File: src/sv/triangle_rasterizer_depth_test_assert.svh
// Assertion macros shared by the rasterizer modules.
`ifndef TRIANGLE_RASTERIZER_DEPTH_TEST_ASSERT_SVH
`define TRIANGLE_RASTERIZER_DEPTH_TEST_ASSERT_SVH

// The consequent must hold in the same cycle as the antecedent.
`define TRDT_ASSERT_SAME(label, clk, rst_n, ante, cons) \
    label: assert property (@(posedge clk) disable iff (!rst_n) (ante) |-> (cons)) \
        else $error("rasterizer check failed");

// The consequent must hold in the cycle after the antecedent.
`define TRDT_ASSERT_NEXT(label, clk, rst_n, ante, cons) \
    label: assert property (@(posedge clk) disable iff (!rst_n) (ante) |=> (cons)) \
        else $error("rasterizer check failed");

`endif

File: src/sv/trdt_pkg.sv
// Shared constants, types and command codes of the triangle rasterizer.
package trdt_pkg;

    localparam int SCREEN_WIDTH_DEF  = 64;
    localparam int SCREEN_HEIGHT_DEF = 64;
    localparam int QUEUE_DEPTH_DEF   = 2;
    localparam int SUBPIXEL_BITS     = 4;
    localparam int DEPTH_BITS        = 16;

    localparam int COORD_W  = 10;
    localparam int COLOR_W  = 24;
    localparam int OPCODE_W = 3;
    localparam int RIDX_W   = 12;
    localparam int WCOUNT_W = 13;

    // Pixel counters cover the largest screen and the largest vertex column.
    localparam int PIX_CW  = 11;
    localparam int PT_W    = PIX_CW + SUBPIXEL_BITS;
    localparam int DIFF_W  = PT_W + 1;
    localparam int DELTA_W = COORD_W + 1;
    localparam int PROD_W  = DELTA_W + DIFF_W;
    localparam int EDGE_W  = PROD_W + 1;
    localparam int SUM_W   = EDGE_W + 2;
    localparam int WZ_W    = EDGE_W + DEPTH_BITS;
    localparam int NUM_W   = WZ_W + 2;
    localparam int DVD_W   = NUM_W + 1;
    localparam int QUO_W   = DEPTH_BITS + 1;

    localparam logic [OPCODE_W-1:0] OP_DRAW        = 3'd0;
    localparam logic [OPCODE_W-1:0] OP_READ        = 3'd1;
    localparam logic [OPCODE_W-1:0] OP_CLEAR_COLOR = 3'd2;
    localparam logic [OPCODE_W-1:0] OP_CLEAR_DEPTH = 3'd3;
    localparam logic [OPCODE_W-1:0] OP_CLEAR_BOTH  = 3'd4;

    typedef enum logic [1:0] {
        CMD_NOP,
        CMD_DRAW,
        CMD_READ,
        CMD_CLEAR
    } cmd_kind_t;

    typedef struct packed {
        cmd_kind_t                        kind;
        logic                             ms;
        logic                             clr_color;
        logic                             clr_depth;
        logic [2:0][COORD_W-1:0]          vx;
        logic [2:0][COORD_W-1:0]          vy;
        logic [2:0][DEPTH_BITS-1:0]       vz;
        logic [COLOR_W-1:0]               color;
        logic [RIDX_W-1:0]                read_index;
        logic [PIX_CW-1:0]                xlo;
        logic [PIX_CW-1:0]                xhi;
        logic [PIX_CW-1:0]                ylo;
        logic [PIX_CW-1:0]                yhi;
    } cmd_t;

    typedef struct packed {
        logic full;
        logic empty;
    } q_stat_t;

    typedef struct packed {
        logic init_clear;
    } back_stat_t;

endpackage

File: src/sv/trdt_div.sv
// Restoring divider that gives one quotient bit per cycle.
module trdt_div (
    input  logic                          clk,
    input  logic                          rst_n,
    input  logic                          start,
    input  logic [trdt_pkg::DVD_W-1:0]    dividend,
    input  logic [trdt_pkg::SUM_W-1:0]    divisor,
    output logic                          busy,
    output logic                          done,
    output logic [trdt_pkg::QUO_W-1:0]    quotient
);
    import trdt_pkg::*;

    localparam int CNT_W = $clog2(QUO_W + 1);

    logic [SUM_W-1:0] rem_reg;
    logic [SUM_W-1:0] rem_next;
    logic [QUO_W-1:0] quo_reg;
    logic [QUO_W-1:0] quo_next;
    logic [SUM_W-1:0] div_reg;
    logic [SUM_W-1:0] div_next;
    logic [CNT_W-1:0] cnt_reg;
    logic [CNT_W-1:0] cnt_next;
    logic             busy_reg;
    logic             busy_next;
    logic             done_reg;
    logic             done_next;
    logic [SUM_W:0]   trial;
    logic [SUM_W:0]   diff;

    assign busy     = busy_reg;
    assign done     = done_reg;
    assign quotient = quo_reg;

    always_comb
    begin
        rem_next  = rem_reg;
        quo_next  = quo_reg;
        div_next  = div_reg;
        cnt_next  = cnt_reg;
        busy_next = busy_reg;
        done_next = 1'b0;
        trial     = {rem_reg, quo_reg[QUO_W-1]};
        diff      = trial - {1'b0, div_reg};
        if (start)
        begin
            // The quotient fits QUO_W bits, so the top part starts below the divisor.
            rem_next  = dividend[DVD_W-1:QUO_W];
            quo_next  = dividend[QUO_W-1:0];
            div_next  = divisor;
            cnt_next  = CNT_W'(QUO_W);
            busy_next = 1'b1;
        end
        else if (busy_reg)
        begin
            if (!diff[SUM_W])
            begin
                rem_next = diff[SUM_W-1:0];
                quo_next = {quo_reg[QUO_W-2:0], 1'b1};
            end
            else
            begin
                rem_next = trial[SUM_W-1:0];
                quo_next = {quo_reg[QUO_W-2:0], 1'b0};
            end
            cnt_next = cnt_reg - CNT_W'(1);
            if (cnt_reg == CNT_W'(1))
            begin
                busy_next = 1'b0;
                done_next = 1'b1;
            end
        end
    end

    always_ff @(posedge clk or negedge rst_n)
    begin
        if (!rst_n)
        begin
            cnt_reg  <= '0;
            busy_reg <= 1'b0;
            done_reg <= 1'b0;
        end
        else
        begin
            cnt_reg  <= cnt_next;
            busy_reg <= busy_next;
            done_reg <= done_next;
        end
    end

    always_ff @(posedge clk)
    begin
        rem_reg <= rem_next;
        quo_reg <= quo_next;
        div_reg <= div_next;
    end

endmodule

File: config.mk
export PLATFORM = sky130hd
export DESIGN_NAME = trdt_div
export DESIGN_NICKNAME = d
export VERILOG_FILES = /design/src/sv/triangle_rasterizer_depth_test_assert.svh /design/src/sv/trdt_pkg.sv /design/src/sv/trdt_div.sv
export SDC_FILE = /design/constraint.sdc
export NUM_CORES = 1
export LEC_CHECK = 0
export BUFFER_PORTS_ARGS = -buffer_cell sky130_fd_sc_hd__buf_4
export CAP_MARGIN = 30
export CORE_MARGIN = 3
export CORE_UTILIZATION = 60
export CTS_CLUSTER_SIZE = 30
export DETAILED_ROUTE_END_ITERATION = 16
export GPL_TIMING_DRIVEN = 0
export PLACE_DENSITY = 0.9
export SLEW_MARGIN = 20
export SYNTH_ARGS = -nofsm -noshare
export SYNTH_HDL_FRONTEND = slang
export SYNTH_SLANG_ARGS = --single-unit
File: constraint.sdc
create_clock -name clk -period 9.5 [get_ports clk]
set_input_delay 0 -clock clk [delete_from_list [all_inputs] [get_ports clk]]
set_output_delay 0 -clock clk [all_outputs]
set_load 0.01 [all_outputs]
==> flow_summary.json <==
{
  "worst_pin_slew_ns": 0.721,
  "skew_ns": 0.0187,
  "yosysTopAreaCell": "edfxtp_1",
  "synth.area.top_cells": "edfxtp_1 44%, ha_1 7.7%, nand3b_1 3.8%, o311ai_0 3.7%, mux2_2 3.7%",
  "drtAntennaViolNets": 0,
  "r2r-start": "quotient[16]",
  "synthArstFlopShare": 0.0833,
  "dr_wl_met2_mm": 8.11,
  "cts.root.buffer_cell": "clkbuf_8",
  "fin_ws_ns": 5.72,
  "cts_setup_buffers": 0,
  "drive_gt1_frac": 0.224,
  "hold_violations": 0,
  "wl_per_cell_um": 21.0,
  "drc_errors": 0,
  "netlist_instances": 479,
  "gp_congestion": 0.871,
  "crit_required_ns": 9.66,
  "dr_wl_met3_mm": 1.67,
  "crit_path_start": "quotient[16]",
  "peakVddDrop_v": 0.000150,
  "min-delay-path-class": "input pin to flip-flop",
  "p_per_area_nw_per_um2": 289,
  "synth_edf_count": 77,
  "clk_latency_ns": 0.39,
  "p_int_uw": 1120,
  "start_util": 0.627,
  "synth.yosys.seq_area_share": 0.478,
  "n_antenna_cell": 0,
  "start_kind": "flip-flop",
  "utilization": 0.852,
  "overflow": 0,
  "cts_tree": "yes",
  "crit_path_cell_trace": "inv_1, ha_1, fa_1, nand2b_1, a21oi_2, o2111ai_2, o31ai_4, a211oi_2, a21oi_2, xnor2_2, buf_2, buf_2, nand3b_1, o311ai_0",
  "yosys.area.top_type_share": 0.444,
  "synth_warnings": 0,
  "synth_cell_types": 51,
  "top_layer": "met4",
  "pwr-share-comb": 0.562,
  "wl_met1_mm": 5.61,
  "end_kind": "flip-flop",
  "place_ws_ns": 5.94,
  "clockPowerShare": 0.130,
  "area_growth_pct": 36.0,
  "min_period_over_period": 0.398,
  "rsz0062_at_grt": "no",
  "first_pass_iters": 8,
  "viasPerCell": 6.33,
  "cpMaxStageDelayCell": "edfxtp_1",
  "finalSetupViolCount": 0,
  "grt_usage": 0.335,
  "cts_inserted_buffers": 9,
  "power_frac_seq": 0.308,
  "pin_count": 99,
  "timing.max_cap.violations": 0,
  "syn-num-nets": 592,
  "critPathKind": "flip-flop to flip-flop",
  "netlist_area_um2": 5200,
  "io_buffers": 98,
  "run_status": "complete, no violations",
  "grt_max_degree": 34,
  "path_clk_slew_ns": 0.11,
  "grt_pass1_vias": 4972,
  "leakage_uw": 0.00303,
  "die_area_um2": 9820,
  "htreeDepth": 3,
  "synth.most_common_cell": "edfxtp_1",
  "fin_tns_setup_ns": 0,
  "hpwl_mm": 9.31,
  "grt_antenna_before_repair": 0,
  "die_h_um": 99.1,
  "postSynthAreaPerCell_um2": 10.9,
  "hold_start": "start",
  "finalCriticalPeriod_ns": 3.78,
  "switchingPower_uw": 924,
  "slowest_delay_ns": 0.41,
  "synth_seq_cells": 84,
  "die_x_um": 99.1,
  "rows": 33,
  "synthTopCellsByCount": "77 x edfxtp_1, 48 x nand2_1, 42 x inv_1, 32 x ha_1, 29 x a21oi_1",
  "fill_cells": 389,
  "cts_sinks": 84,
  "critPathMaxFanout": 10,
  "grt_pass1_wl_mm": 25.5,
  "synthFlopType": "edfxtp_1",
  "swShare": 0.452,
  "final_nets": 781,
  "worstPathArrival_ns": 3.94,
  "core_area_um2": 8300,
  "wl_mm": 16.3,
  "drt_iter0_drc": 572,
  "clock.fmax_mhz": 264,
  "finalMaxSlewViolations": 0,
  "relSlewSlack": 0.519,
  "clk_path_buf_depth": 2,
  "routed-via-count": 4924
}
-- layer usage --
metal | GRT usage | up-vias
li1 | - | 2151
met1 | 0.393 | 2293
met2 | 0.578 | 377
met3 | 0.0884 | 103
met4 | 0.150 | 0
met5 | 0 | -
-- power by group through the flow --
stage | Combinational [uW] | Sequential (uW) | Clock (uW)
5_1_grt | 1230 | 637 | 280
2_1_floorplan | 756 | 613 | 0
3_3_place_gp | 982 | 617 | 0
3_5_place_dp | 1040 | 625 | 0
6_report | 1150 | 630 | 266
4_1_cts | 1070 | 618 | 262
-- placed cells by master, fill, tap and decap left out, drive strengths merged, types with 3 or more instances in the layout --
cell type / n
ha: 32
xor2: 13
dfrtp: 7
nand3b: 26
nand4: 6
nand3: 6
a31oi: 5
nand2: 48
dlygate4sd3: 79
nor2b: 9
o31ai: 6
clkbuf: 25
nand2b: 10
o2111ai: 5
xnor2: 18
edfxtp: 77
inv: 48
a21oi: 31
mux2: 18
nor2: 12
mux2i: 4
o311ai: 23
buf: 107
a21o: 12
o21ai: 18
o21bai: 3
-- worst paths after layout --
path,slack (ns),cells past startpoint,endpoint
setup / recovery,5.72,14,rem_reg[11]
hold / removal,0.1,1,div_reg[26]
setup reg to reg,5.72,14,rem_reg[11]
hold reg to reg,0.56,2,cnt_reg[4]
max in group asynchronous,8.58,3,cnt_reg[3]
min in group asynchronous,0.62,3,cnt_reg[1]
-- timing repair --
item                                    in CTS  in global routing
endpoints found under the setup margin       0                  0
hold endpoints to repair                    84                  0
gates resized for setup                      0                  0
hold buffers                                79                  0
-- final cells by class --
| cell class | instances | area [um^2] | area share |
|---|---|---|---|
| Buffer | 24 | 108 | 0.0152 |
| Clock buffer | 9 | 124 | 0.0175 |
| Clock inverter | 7 | 70.1 | 0.00990 |
| Inverter | 42 | 158 | 0.0223 |
| Multi-Input combinational cell | 329 | 2450 | 0.346 |
| Sequential cell | 84 | 2490 | 0.352 |
| Tap cell | 105 | 131 | 0.0186 |
| Timing Repair Buffer | 178 | 1550 | 0.219 |
-- metrics by stage --
stage	instances	cell area (um^2)	hold slack (ns)	total power, uW
after detailed placement	683	6090	-0.180	1660
after CTS	778	7070	0.112	1950
after global routing	778	7070	0.108	2150
after global placement	682	6070	-0.182	1600
final	778	7070	0.0972	2050
after floorplan	479	5200	-0.296	1370
-- kinds of logic after synthesis --
| family | after synthesis | share of synthesized area |
|---|---|---|
| and+or+nand+nor | 128 | 0.131 |
| DFF | 84 | 0.478 |
| adders and majority gates | 33 | 0.0808 |
| AOI/OAI and AO/OA | 115 | 0.159 |
| xor gates and xnor gates | 31 | 0.0536 |
| buffers and inverters | 66 | 0.0510 |
| muxes | 22 | 0.0467 |
-- worst max-delay path: cells and delay by family, from the launching register on --
family / cells / cell delay (ns)
buf+inv: 3 / 0.68
xor+xnor: 1 / 0.17
fa+ha+maj: 2 / 0.64
simple gates: 2 / 0.32
compound gates: 6 / 1.33
flops: 1 / 0.41
Power figures use the tool's default switching activity.
